<file path="src/sv/bam_pkg.sv">
`timescale 1ns / 1ps
// ----------------------------------------------------------------------------
// Block average mosaic package
// Frame geometry, derived widths and the request types shared by the modules.
// ----------------------------------------------------------------------------
package bam_pkg;

  localparam int IMAGE_SIZE  = 512;
  localparam int LEVELS      = 7;

  localparam int RAW_BLOCK   = IMAGE_SIZE >> (LEVELS - 1);
  localparam int BLOCK_SIZE  = (RAW_BLOCK > 0) ? RAW_BLOCK : 1;
  localparam int FULL_BLOCKS = IMAGE_SIZE / BLOCK_SIZE;
  localparam int SUM_SLOTS   = (IMAGE_SIZE + BLOCK_SIZE - 1) / BLOCK_SIZE;
  localparam int BLOCK_LOG2  = $clog2(BLOCK_SIZE + 1) - 1;
  localparam int MEAN_SHIFT  = 2 * BLOCK_LOG2;

  localparam int POS_W = $clog2(IMAGE_SIZE);
  localparam int IDX_W = $clog2(SUM_SLOTS);
  localparam int BLK_W = (BLOCK_SIZE > 1) ? $clog2(BLOCK_SIZE) : 1;
  localparam int SUM_W = $clog2(BLOCK_SIZE * BLOCK_SIZE * 255 + 1);

  localparam int Q_DEPTH = 4;
  localparam int Q_PTR_W = $clog2(Q_DEPTH);
  localparam int Q_CNT_W = $clog2(Q_DEPTH + 1);

  localparam logic [POS_W-1:0] POS_LAST  = POS_W'(IMAGE_SIZE - 1);
  localparam logic [BLK_W-1:0] BLK_LAST  = BLK_W'(BLOCK_SIZE - 1);
  localparam logic [IDX_W:0]   IDX_FULL  = (IDX_W + 1)'(FULL_BLOCKS);
  localparam logic [IDX_W-1:0] IDX_FINAL = IDX_W'(FULL_BLOCKS - 1);
  localparam logic [5:0]       COORD_FINAL = 6'(FULL_BLOCKS - 1);

  typedef struct packed {
    logic [7:0] pixel;
    logic       frame_start;
  } bam_in_t;

  typedef struct packed {
    logic [7:0] block_mean;
    logic [5:0] block_row;
    logic [5:0] block_col;
    logic       frame_done;
  } bam_out_t;

  typedef struct packed {
    logic [7:0]       pixel;
    logic [IDX_W-1:0] slot;
    logic             reload;
    logic             emit;
    logic [5:0]       block_row;
    logic             frame_done;
  } bam_cmd_t;

endpackage

</file>
<file path="src/sv/bam_ram.sv">
`timescale 1ns / 1ps
// ----------------------------------------------------------------------------
// Generic RAM
// One write port and one read port with registered, read-first read data.
// ----------------------------------------------------------------------------
module bam_ram #(
  parameter int WIDTH = 8,
  parameter int DEPTH = 16
) (
  input  logic                     clk,
  input  logic                     wr_en,
  input  logic [$clog2(DEPTH)-1:0] wr_addr,
  input  logic [WIDTH-1:0]         wr_data,
  input  logic                     rd_en,
  input  logic [$clog2(DEPTH)-1:0] rd_addr,
  output logic [WIDTH-1:0]         rd_data
);

  logic [WIDTH-1:0] mem [DEPTH];

  always_ff @(posedge clk) begin
    if (wr_en) begin
      mem[wr_addr] <= wr_data;
    end
    if (rd_en) begin
      rd_data <= mem[rd_addr];
    end
  end

endmodule

</file>
<file path="src/sv/bam_front.sv">
`timescale 1ns / 1ps
// ----------------------------------------------------------------------------
// Block average mosaic front end
// Track the raster position and classify each pixel request for the back end.
// ----------------------------------------------------------------------------
module bam_front (
  input  logic              clk,
  input  logic              rst,
  input  logic              pix_valid,
  output logic              pix_ready,
  input  bam_pkg::bam_in_t  pix_data,
  output logic              cmd_valid,
  input  logic              cmd_ready,
  output bam_pkg::bam_cmd_t cmd_data
);

  import bam_pkg::*;

  logic [POS_W-1:0] col, row;
  logic [BLK_W-1:0] in_col, in_row;
  logic [IDX_W-1:0] bcol, brow;

  logic [POS_W-1:0] cur_col, cur_row, col_next, row_next;
  logic [BLK_W-1:0] cur_in_col, cur_in_row, in_col_next, in_row_next;
  logic [IDX_W-1:0] cur_bcol, cur_brow, bcol_next, brow_next;
  logic             accept;

  assign pix_ready = cmd_ready;
  assign cmd_valid = pix_valid;
  assign accept    = pix_valid && pix_ready;

  always_comb begin
    cur_col    = pix_data.frame_start ? '0 : col;
    cur_row    = pix_data.frame_start ? '0 : row;
    cur_in_col = pix_data.frame_start ? '0 : in_col;
    cur_in_row = pix_data.frame_start ? '0 : in_row;
    cur_bcol   = pix_data.frame_start ? '0 : bcol;
    cur_brow   = pix_data.frame_start ? '0 : brow;

    cmd_data.pixel      = pix_data.pixel;
    cmd_data.slot       = cur_bcol;
    cmd_data.reload     = (cur_in_row == '0) && (cur_in_col == '0);
    cmd_data.emit       = (cur_in_row == BLK_LAST) && (cur_in_col == BLK_LAST) &&
                          ({1'b0, cur_bcol} < IDX_FULL) && ({1'b0, cur_brow} < IDX_FULL);
    cmd_data.block_row  = 6'(cur_brow);
    cmd_data.frame_done = (cur_brow == IDX_FINAL) && (cur_bcol == IDX_FINAL);

    col_next    = cur_col + POS_W'(1);
    in_col_next = cur_in_col + BLK_W'(1);
    bcol_next   = cur_bcol;
    row_next    = cur_row;
    in_row_next = cur_in_row;
    brow_next   = cur_brow;
    if (cur_in_col == BLK_LAST) begin
      in_col_next = '0;
      bcol_next   = cur_bcol + IDX_W'(1);
    end
    if (cur_col == POS_LAST) begin
      col_next    = '0;
      in_col_next = '0;
      bcol_next   = '0;
      row_next    = cur_row + POS_W'(1);
      in_row_next = cur_in_row + BLK_W'(1);
      if (cur_in_row == BLK_LAST) begin
        in_row_next = '0;
        brow_next   = cur_brow + IDX_W'(1);
      end
      if (cur_row == POS_LAST) begin
        row_next    = '0;
        in_row_next = '0;
        brow_next   = '0;
      end
    end
  end

  always_ff @(posedge clk) begin
    if (rst) begin
      col    <= '0;
      row    <= '0;
      in_col <= '0;
      in_row <= '0;
      bcol   <= '0;
      brow   <= '0;
    end else if (accept) begin
      col    <= col_next;
      row    <= row_next;
      in_col <= in_col_next;
      in_row <= in_row_next;
      bcol   <= bcol_next;
      brow   <= brow_next;
    end
  end

endmodule

</file>
<file path="src/sv/bam_queue.sv">
`timescale 1ns / 1ps
// ----------------------------------------------------------------------------
// Block average mosaic request queue
// Short FIFO between the classifying front end and the accumulating back end.
// ----------------------------------------------------------------------------
module bam_queue (
  input  logic                          clk,
  input  logic                          rst,
  input  logic                          push_valid,
  output logic                          push_ready,
  input  bam_pkg::bam_cmd_t             push_data,
  output logic                          pop_valid,
  input  logic                          pop_ready,
  output bam_pkg::bam_cmd_t             pop_data,
  output logic [bam_pkg::Q_CNT_W-1:0]   level
);

  import bam_pkg::*;

  bam_cmd_t           slots [Q_DEPTH];
  logic [Q_PTR_W-1:0] wr_ptr, rd_ptr;
  logic               push, pop;

  assign push_ready = (level != Q_CNT_W'(Q_DEPTH));
  assign pop_valid  = (level != '0);
  assign pop_data   = slots[rd_ptr];
  assign push       = push_valid && push_ready;
  assign pop        = pop_valid && pop_ready;

  always_ff @(posedge clk) begin
    if (push) begin
      slots[wr_ptr] <= push_data;
    end
  end

  always_ff @(posedge clk) begin
    if (rst) begin
      wr_ptr <= '0;
      rd_ptr <= '0;
      level  <= '0;
    end else begin
      if (push) begin
        wr_ptr <= wr_ptr + Q_PTR_W'(1);
      end
      if (pop) begin
        rd_ptr <= rd_ptr + Q_PTR_W'(1);
      end
      if (push && !pop) begin
        level <= level + Q_CNT_W'(1);
      end else if (pop && !push) begin
        level <= level - Q_CNT_W'(1);
      end
    end
  end

endmodule

</file>
<file path="src/sv/bam_back.sv">
`timescale 1ns / 1ps
// ----------------------------------------------------------------------------
// Block average mosaic back end
// Read-modify-write the block column sums and emit the mean of each block.
// ----------------------------------------------------------------------------
module bam_back (
  input  logic              clk,
  input  logic              rst,
  input  logic              cmd_valid,
  output logic              cmd_ready,
  input  bam_pkg::bam_cmd_t cmd_data,
  output logic              blk_valid,
  input  logic              blk_ready,
  output bam_pkg::bam_out_t blk_data
);

  import bam_pkg::*;

  logic             b_valid;
  bam_cmd_t         b_cmd;
  logic             lw_valid;
  logic [IDX_W-1:0] lw_addr;
  logic [SUM_W-1:0] lw_data;

  logic [SUM_W-1:0] rd_data, old_sum, sum_next, shifted;
  logic             out_free, b_fire, pop;

  assign out_free  = !blk_valid || blk_ready;
  assign b_fire    = b_valid && (!b_cmd.emit || out_free);
  assign cmd_ready = !b_valid || b_fire;
  assign pop       = cmd_valid && cmd_ready;

  bam_ram #(
    .WIDTH (SUM_W),
    .DEPTH (SUM_SLOTS)
  ) u_sums (
    .clk     (clk),
    .wr_en   (b_fire),
    .wr_addr (b_cmd.slot),
    .wr_data (sum_next),
    .rd_en   (pop),
    .rd_addr (cmd_data.slot),
    .rd_data (rd_data)
  );

  always_comb begin
    old_sum  = (lw_valid && (lw_addr == b_cmd.slot)) ? lw_data : rd_data;
    sum_next = b_cmd.reload ? SUM_W'(b_cmd.pixel) : old_sum + SUM_W'(b_cmd.pixel);
    shifted  = sum_next >> MEAN_SHIFT;
  end

  always_ff @(posedge clk) begin
    if (pop) begin
      b_cmd <= cmd_data;
    end
    if (b_fire) begin
      lw_addr <= b_cmd.slot;
      lw_data <= sum_next;
    end
    if (b_fire && b_cmd.emit) begin
      blk_data.block_mean <= shifted[7:0];
      blk_data.block_row  <= b_cmd.block_row;
      blk_data.block_col  <= 6'(b_cmd.slot);
      blk_data.frame_done <= b_cmd.frame_done;
    end
  end

  always_ff @(posedge clk) begin
    if (rst) begin
      b_valid   <= 1'b0;
      lw_valid  <= 1'b0;
      blk_valid <= 1'b0;
    end else begin
      if (pop) begin
        b_valid <= 1'b1;
      end else if (b_fire) begin
        b_valid <= 1'b0;
      end
      if (b_fire) begin
        lw_valid <= 1'b1;
      end
      if (b_fire && b_cmd.emit) begin
        blk_valid <= 1'b1;
      end else if (blk_ready) begin
        blk_valid <= 1'b0;
      end
    end
  end

endmodule

</file>
<file path="src/sv/block_average_mosaic_unit.sv">
`timescale 1ns / 1ps
// Takes one grey pixel request per clock in raster order while the queue has
// room; a block mean reaches the output once the bottom-right pixel of its
// block has passed the queue, the command and result registers. The
// pace is set by the block column sum memory, which does one read-modify-write
// per pixel with the last write forwarded to the next read. A four-entry queue
// lets the input side keep running briefly while the output is held.
// ----------------------------------------------------------------------------
// Block average mosaic unit
// Accumulate per-block sums of a square frame and emit each block's mean.
// ----------------------------------------------------------------------------
module block_average_mosaic_unit (
  input  logic              clk,
  input  logic              rst,
  input  logic              pix_valid,
  output logic              pix_ready,
  input  bam_pkg::bam_in_t  pix_data,
  output logic              blk_valid,
  input  logic              blk_ready,
  output bam_pkg::bam_out_t blk_data
);

  import bam_pkg::*;

  logic               f_valid, f_ready, q_valid, q_ready;
  bam_cmd_t           f_cmd, q_cmd;
  logic [Q_CNT_W-1:0] q_level;

  bam_front u_front (
    .clk       (clk),
    .rst       (rst),
    .pix_valid (pix_valid),
    .pix_ready (pix_ready),
    .pix_data  (pix_data),
    .cmd_valid (f_valid),
    .cmd_ready (f_ready),
    .cmd_data  (f_cmd)
  );

  bam_queue u_queue (
    .clk        (clk),
    .rst        (rst),
    .push_valid (f_valid),
    .push_ready (f_ready),
    .push_data  (f_cmd),
    .pop_valid  (q_valid),
    .pop_ready  (q_ready),
    .pop_data   (q_cmd),
    .level      (q_level)
  );

  bam_back u_back (
    .clk       (clk),
    .rst       (rst),
    .cmd_valid (q_valid),
    .cmd_ready (q_ready),
    .cmd_data  (q_cmd),
    .blk_valid (blk_valid),
    .blk_ready (blk_ready),
    .blk_data  (blk_data)
  );

`ifndef ASSERT_OFF
  assert property (@(posedge clk) disable iff (rst)
    (pix_valid && pix_ready) |-> (q_level != Q_CNT_W'(Q_DEPTH)))
    else $error("pixel request accepted into a full queue");

  assert property (@(posedge clk) disable iff (rst)
    (q_valid && q_ready) |-> (q_level != '0))
    else $error("request taken from an empty queue");

  assert property (@(posedge clk) disable iff (rst)
    (blk_valid && blk_data.frame_done) |->
      (blk_data.block_row == COORD_FINAL) && (blk_data.block_col == COORD_FINAL))
    else $error("frame done flagged away from the last block");
`endif

endmodule

</file>
<file path="config.mk">
export PLATFORM = sky130hd
export DESIGN_NAME = block_average_mosaic_unit
export DESIGN_NICKNAME = d
export VERILOG_FILES = /design/src/sv/bam_pkg.sv /design/src/sv/bam_ram.sv /design/src/sv/bam_front.sv /design/src/sv/bam_queue.sv /design/src/sv/bam_back.sv /design/src/sv/block_average_mosaic_unit.sv
export SDC_FILE = /design/constraint.sdc
export NUM_CORES = 1
export LEC_CHECK = 0
export BUFFER_PORTS_ARGS = -buffer_cell sky130_fd_sc_hd__buf_2
export CORE_MARGIN = 2
export CORE_UTILIZATION = 50
export CTS_BUF_LIST = sky130_fd_sc_hd__clkbuf_8
export DETAILED_ROUTE_END_ITERATION = 10
export PLACE_DENSITY = 0.73
export SYNTH_ARGS = -nofsm -noshare
export SYNTH_HDL_FRONTEND = slang
export SYNTH_SLANG_ARGS = --single-unit
</file>
<file path="constraint.sdc">
create_clock -name clk -period 13.6 [get_ports clk]
set_input_delay 0.68 -clock clk [delete_from_list [all_inputs] [get_ports clk]]
set_output_delay 0.68 -clock clk [all_outputs]
set_load 0.03 [all_outputs]
</file>
==> results of run 1 <==
-- power groups by stage --
| stage | combinational, mW | sequential (mW) | clock (mW) |
|---|---|---|---|
| 6_report | 3.82 | 5.07 | 2.48 |
| 5_1_grt | 4.08 | 5.08 | 2.65 |
| 4_1_cts | 3.77 | 5.06 | 2.51 |
| 3_5_place_dp | 3.76 | 5.13 | 0 |
| 3_3_place_gp | 3.63 | 5.12 | 0 |
| 2_1_floorplan | 2.34 | 5.21 | 0 |
-- per-stage QoR --
step                      util (%)  hold WS, ns
after global routing          55.5       0.0430
after CTS                     55.5       0.0147
after detailed placement      52.0        0.405
final                         55.5       0.0644
after global placement        52.0        0.403
after floorplan                  -        0.400
-- registers in the layout (all words and copies together) (netlist names), 3 cells and up, named ones only --
signal	flops
u_back.lw_data	14
u_back.b_cmd	23
u_back.u_sums.rd_data	14
u_back.blk_data	21
u_queue.level	3
u_front.in_col	3
u_front.row	9
u_front.col	9
u_back.lw_addr	6
u_front.brow	6
u_back.u_sums.mem	896
u_front.bcol	6
u_front.in_row	3
u_queue.slots	92
-- routing by layer --
metal	global-route usage, %	routed length, um	vias to the layer above
li1	-	-	11500
met1	30.6	41300	13100
met2	37.1	50300	1351
met4	9.59	3550	0
met5	0	0	-
met3	4.90	9580	217
-- worst max-delay path: cells and delay by family (launching register included) --
family	cells	cell delay, ns
flops	1	0.32
compound gates	3	0.76
mux	1	0.61
buf+inv	3	1.98
simple gates	3	1.28
-- cell families after synthesis --
logic type               count (synthesis)  share of synthesized area [%]
AO/OA/AOI/OAI                          502                           8.03
XOR/XNOR                                29                          0.572
adder cells (fa/ha/maj)                 28                          0.822
buffers and inverters                  209                           2.24
flip-flops                            1114                           74.2
multiplexers                            91                           3.87
AND/OR/NAND/NOR                        971                           10.2
-- cell type report --
cell class                      instances  share of cell area (%)
Sequential cell                      1114                    67.4
Multi-Input combinational cell       1621                    21.9
Clock buffer                          174                    4.89
Tap cell                             1165                    2.98
Timing Repair Buffer                  100                    1.41
Clock inverter                        128                    1.29
Inverter                               17                   0.179
Antenna cell                            1                 0.00511
-- path summary, 6_finish.rpt --
path / start / to / cells past startpoint
max reg2reg: flop / u_back.u_sums.rd_data[0] / 10
min reg2reg: u_back.b_cmd[1] / u_back.blk_data[7] / 0
max: flop / u_back.u_sums.rd_data[0] / 10
min: pix_data[4] / u_queue.slots[0][18] / 1
-- layout by cell type (no fill, tap or decap), types with 4 or more instances in the layout --
master / synthesis / layout
a211oi_1: 167 / 167
a31oi_1: 61 / 60
nor4_1: 29 / 29
a311oi_1: 110 / 110
dfxtp_1: 48 / 48
o21ai_4: 0 / 7
xnor2_1: 14 / 14
nor2b_1: 193 / 193
or3b_2: 4 / 4
nor2_2: 0 / 32
mux4_2: 63 / 63
xor2_1: 15 / 15
nand4_1: 7 / 7
nand2_1: 445 / 445
o21ai_0: 50 / 43
nand2b_1: 12 / 10
o22ai_1: 29 / 29
nor2_1: 140 / 106
nand3b_1: 7 / 7
buf_4: 11 / 63
inv_1: 16 / 73
and3_1: 5 / 5
mux2_2: 17 / 15
edfxtp_1: 1066 / 1066
o22a_1: 12 / 12
clkbuf_8: 0 / 174
or3_1: 27 / 27
clkinv_2: 0 / 14
inv_6: 0 / 7
mux2i_1: 11 / 11
clkinv_1: 0 / 41
a22oi_1: 8 / 8
ha_1: 26 / 26
nor3_1: 23 / 23
a21oi_1: 48 / 47
buf_2: 45 / 35
nand3_1: 65 / 65
==> metrics.yaml, run 1 <==
outcome:
  status: "finished, final reports clean"
synth:
  synth-main-ff-cell: "edfxtp_1"
  synth_cells: 2944
  ys_ff_latch: 1114
  yosysMostFrequentCell: "edfxtp_1"
  synth_edf_count: 1066
  yosys_warnings: 0
  synth_area_um2: 44400
  synthDistinctLibCells: 57
  synth_top_area_share_pct: 72.1
  synth_top_cell_by_area: "edfxtp_1"
  syn-num-nets: 2985
  ys_async_sr_fraction_pct: 0
  avgSynthCellArea_um2: 15.1
  synthTopCellsByArea: "edfxtp_1 (72%), nand2_1 (3.8%), mux4_2 (3.2%)"
  synth_seq_area_share_pct: 74.2
  synth_common_cells: "edfxtp_1 (1,066), nand2_1 (445), nor2b_1 (193)"
finish:
  seq_area_um2: 33000
  final_net_count: 3064
  syn_to_final_growth_pct: 10.1
  layoutNonFillerInstCount: 4320
  multi_input_area_um2: 10700
  stdcell_area_um2: 48900
  drive_above_1_share_pct: 14.0
  fillers: 6656
pwr:
  clockPowerShare_pct: 21.8
  pwr-share-seq_pct: 44.6
  intPower_mw: 7.11
  swShare_pct: 37.4
  net-switching-power_mw: 4.25
  combPwrFrac_pct: 33.6
  power_density_nw_per_um2: 232
  vdd_drop_max_uv: 232
  cellLeakagePower_nw: 15.8
  finalPower_mw: 11.4
critical_path:
  startpoint_type: "flop"
  path_max_fanout: 235
  cp_slowest_cell: "nor4_1"
  critical_path_class: "flop to flop"
  crit_path_end_kind: "flop"
  slowest_delay_ns: 1.06
  cp.required_ns: 14.16
  crit_chain: "buf_4 -> mux2_8 -> inv_16 -> buf_4 -> nor2b_1 -> a211oi_1 -> a311oi_1 -> nor4_1 -> o22a_1 -> nand3_1"
  path_common_cell: "buf_4"
  crit_arrival_ns: 5.97
  r2r_slack_ns: 8.20
global_routing:
  grt_pass1_wl_um: 156000
  antenna_found_initial: 2
  grt.overflow.total: 0
  grt_max_degree: 239
  first_global_vias: 25700
  track_usage_pct: 23.0
drt:
  drt-initial-drc-count: 2978
  vias_per_cell: 6.07
  first_pass_iters: 6
  wl_per_cell_um: 24.2
  ant_nets: 0
  drc: 0
  vias: 26200
  drt-total-wl_um: 105000
placement:
  gp_congestion: 0.876
  portBuffers: 35
  post-place-ws_ns: 8.31
  dp_hpwl_um: 58100
  postPlaceCellArea_um2: 45900
  dp.cells: 4017
sta:
  slew_viol_final: 0
  min_period_over_period_pct: 39.7
  tns_ns: 0
  finalHoldViolCount: 0
  final.min_clock_period_ns: 5.40
  tightestPinTransition_ns: 1.36
  finalSetupViolCount: 0
  max_slew_margin_pct: 8.97
  fin_ws_ns: 8.20
  fin_worst_skew_ns: 0.0459
  max_freq_mhz: 185
  rsz0062_at_grt: "no"
clock_network:
  cts_inserted_buffers: 169
  clk_pin_slew_ns: 0.06
  cts-root-buf: "clkbuf_8"
  cts_max_level: 4
  post_cts_buffers: 0
  cts_tree: "yes"
  clock-sinks: 1114
  cts_resized: 0
  cts_buffer_depth: 3
  cts_hold_buf: 0
  insertion_delay_ns: 0.83
floorplan:
  die_h_um: 302
  initial_core_util_pct: 50.3
  coreArea_um2: 88200
  dieArea_um2: 91300
  rows: 109
  die_w_um: 302
  io_pins: 36
worst_hold_path:
  hold_class: "input port to flop"
run:
  max-cap-violations: 0
Note: power is estimated with default switching activity, not from simulation.
==> run 2, diff against run 1 <==
PLACE_DENSITY = 0.76   (was 0.73)
clock period = 4.8 ns   (was 13.6 ns; I/O delays follow)
==> metrics.yaml, run 2 (synthesis gave the netlist of run 1 again) <==
sta:
  min_period_over_period_pct: 92.6
  finalSetupViolCount: 0
  finalHoldViolCount: 0
  fin_worst_skew_ns: 0.0448
  final.min_clock_period_ns: 4.44
  slew_viol_final: 0
  rsz0062_at_grt: "no"
  max_freq_mhz: 225
  tns_ns: 0
  tightestPinTransition_ns: 1.30
  holdWs_ns: 0.187
  max_slew_margin_pct: 13.3
worst_hold_path:
  hold_class: "input port to flop"
clock_network:
  cts_max_level: 4
  cts-root-buf: "clkbuf_8"
  insertion_delay_ns: 0.84
  cts_inserted_buffers: 170
  cts_buffer_depth: 3
  post_cts_buffers: 0
  cts_tree: "yes"
  clock-sinks: 1114
  clk_pin_slew_ns: 0.06
critical_path:
  startpoint_type: "flop"
  crit_buf_inv: 1
  crit_path_end_kind: "flop"
  crit_chain: "xnor2_1 -> nand4_1 -> nor4_4 -> buf_4 -> mux2_2 -> ha_1 -> a21oi_1 -> o211ai_1 -> a31oi_1 -> nand2b_1 -> xnor2_1 -> a22o_2"
  path_common_cell: "xnor2_1"
  cp_slowest_cell: "a22o_2"
  cp.required_ns: 5.22
  path_max_fanout: 66
  critical_path_class: "flop to flop"
  crit_arrival_ns: 4.87
  slowest_delay_ns: 1.03
  crit_family: "compound AO/OA/AOI/OAI gates"
drt:
  vias_per_cell: 6.02
  drt-total-wl_um: 103000
  drc: 0
  drt-initial-drc-count: 3452
  vias: 26300
  ant_nets: 0
  first_pass_iters: 6
  wl_per_cell_um: 23.6
finish:
  reg.largest.list: "u_back.u_sums.mem: 896 flops, u_queue.slots: 92 flops, u_back.b_cmd: 23 flops"
  largest_reg_flops: 896
  final_cell_mix: "edfxtp_1 (1,066), nand2_1 (444), nor2b_1 (193)"
  syn_to_final_growth_pct: 11.7
  stdcell_area_um2: 49600
  seq_area_um2: 33000
  final_common_cell: "edfxtp_1"
  fillers: 6511
  drive_above_1_share_pct: 15.5
  regMostFlops: "u_back.u_sums.mem"
  final_net_count: 3127
  multi_input_area_um2: 10700
global_routing:
  antenna_found_initial: 2
  first_global_vias: 25300
  grt_max_degree: 161
  track_usage_pct: 22.4
  grt_pass1_wl_um: 153000
  grt.overflow.total: 0
pwr:
  power_density_nw_per_um2: 661
  cellLeakagePower_nw: 16.2
  vdd_drop_max_uv: 849
floorplan:
  die_h_um: 302
  rows: 109
  coreArea_um2: 88200
  die_w_um: 302
  initial_core_util_pct: 50.3
  io_pins: 36
  dieArea_um2: 91300
placement:
  portBuffers: 35
  gp_congestion: 0.860
  dp_hpwl_um: 58500
  postPlaceCellArea_um2: 46400
outcome:
  status: "finished, final reports clean"
run:
  max-cap-violations: 0
run 2: layout make-up:
type	count	area share [%]
timing repair buffer	161	2.52
multi-input combinational	1622	21.6
clock buffer	172	4.77
sequential	1114	66.4
tap	1165	2.94
clock inverter	124	1.54
antenna	1	0.00504
inverter	17	0.176
run 2: timing repair:
item | 4_1_cts | 5_1_grt
gates resized for setup | 0 | 0
hold endpoints to repair | 53 | 0
hold buffers | 12 | 0
endpoints found under the setup margin | 0 | 40
run 2: worst paths after layout:
| path | from | slack, ns | to | cells after the start |
|---|---|---|---|---|
| worst max-delay path | u_back.b_cmd[9] | 0.36 | u_back.u_sums.mem[3][9] | 12 |
| worst min-delay path | pix_data[3] | 0.19 | u_queue.slots[1][17] | 2 |
| worst max register to register | u_back.b_cmd[9] | 0.36 | u_back.u_sums.mem[3][9] | 12 |
| worst min register to register | u_back.b_cmd[5] | 0.42 | u_back.blk_data[11] | 0 |
run 2: where the power goes:
| part | switching [mW] | total (mW) | internal [mW] |
|---|---|---|---|
| combinational | 8.26 | 11.2 | 2.98 |
| clock | 3.60 | 7.28 | 3.68 |
| sequential | 0.304 | 14.3 | 14.0 |
run 2: metrics by stage:
step           power (mW)  util, %  setup slack (ns)  std cells
2_1_floorplan        21.3        -            0.0317       2944
3_3_place_gp         25.3     52.5             0.447       4066
3_5_place_dp         25.5     52.5             0.399       4066
4_1_cts              32.7     56.2             0.360       4374
5_1_grt              34.1     56.2            0.0576       4376
6_report             32.8     56.2             0.356       4376
run 2: routing by layer:
layer	share of wire (%)	vias to the layer above	global-route usage [%]
met5	0	-	0
met4	3.4	0	9.12
met3	9.5	210	4.54
met2	48	1404	36.1
met1	39	13100	30.0
li1	-	11600	-
run 2: worst register-to-register path, cell delays in order, from the launching register on:
cell and delay, ns:
edfxtp_1 0.51, xnor2_1 0.21, nand4_1 0.16, nor4_4 0.27
buf_4 0.30, mux2_2 0.38, ha_1 0.31, a21oi_1 0.17
o211ai_1 0.14, a31oi_1 0.27, nand2b_1 0.16, xnor2_1 0.12
a22o_2 1.03
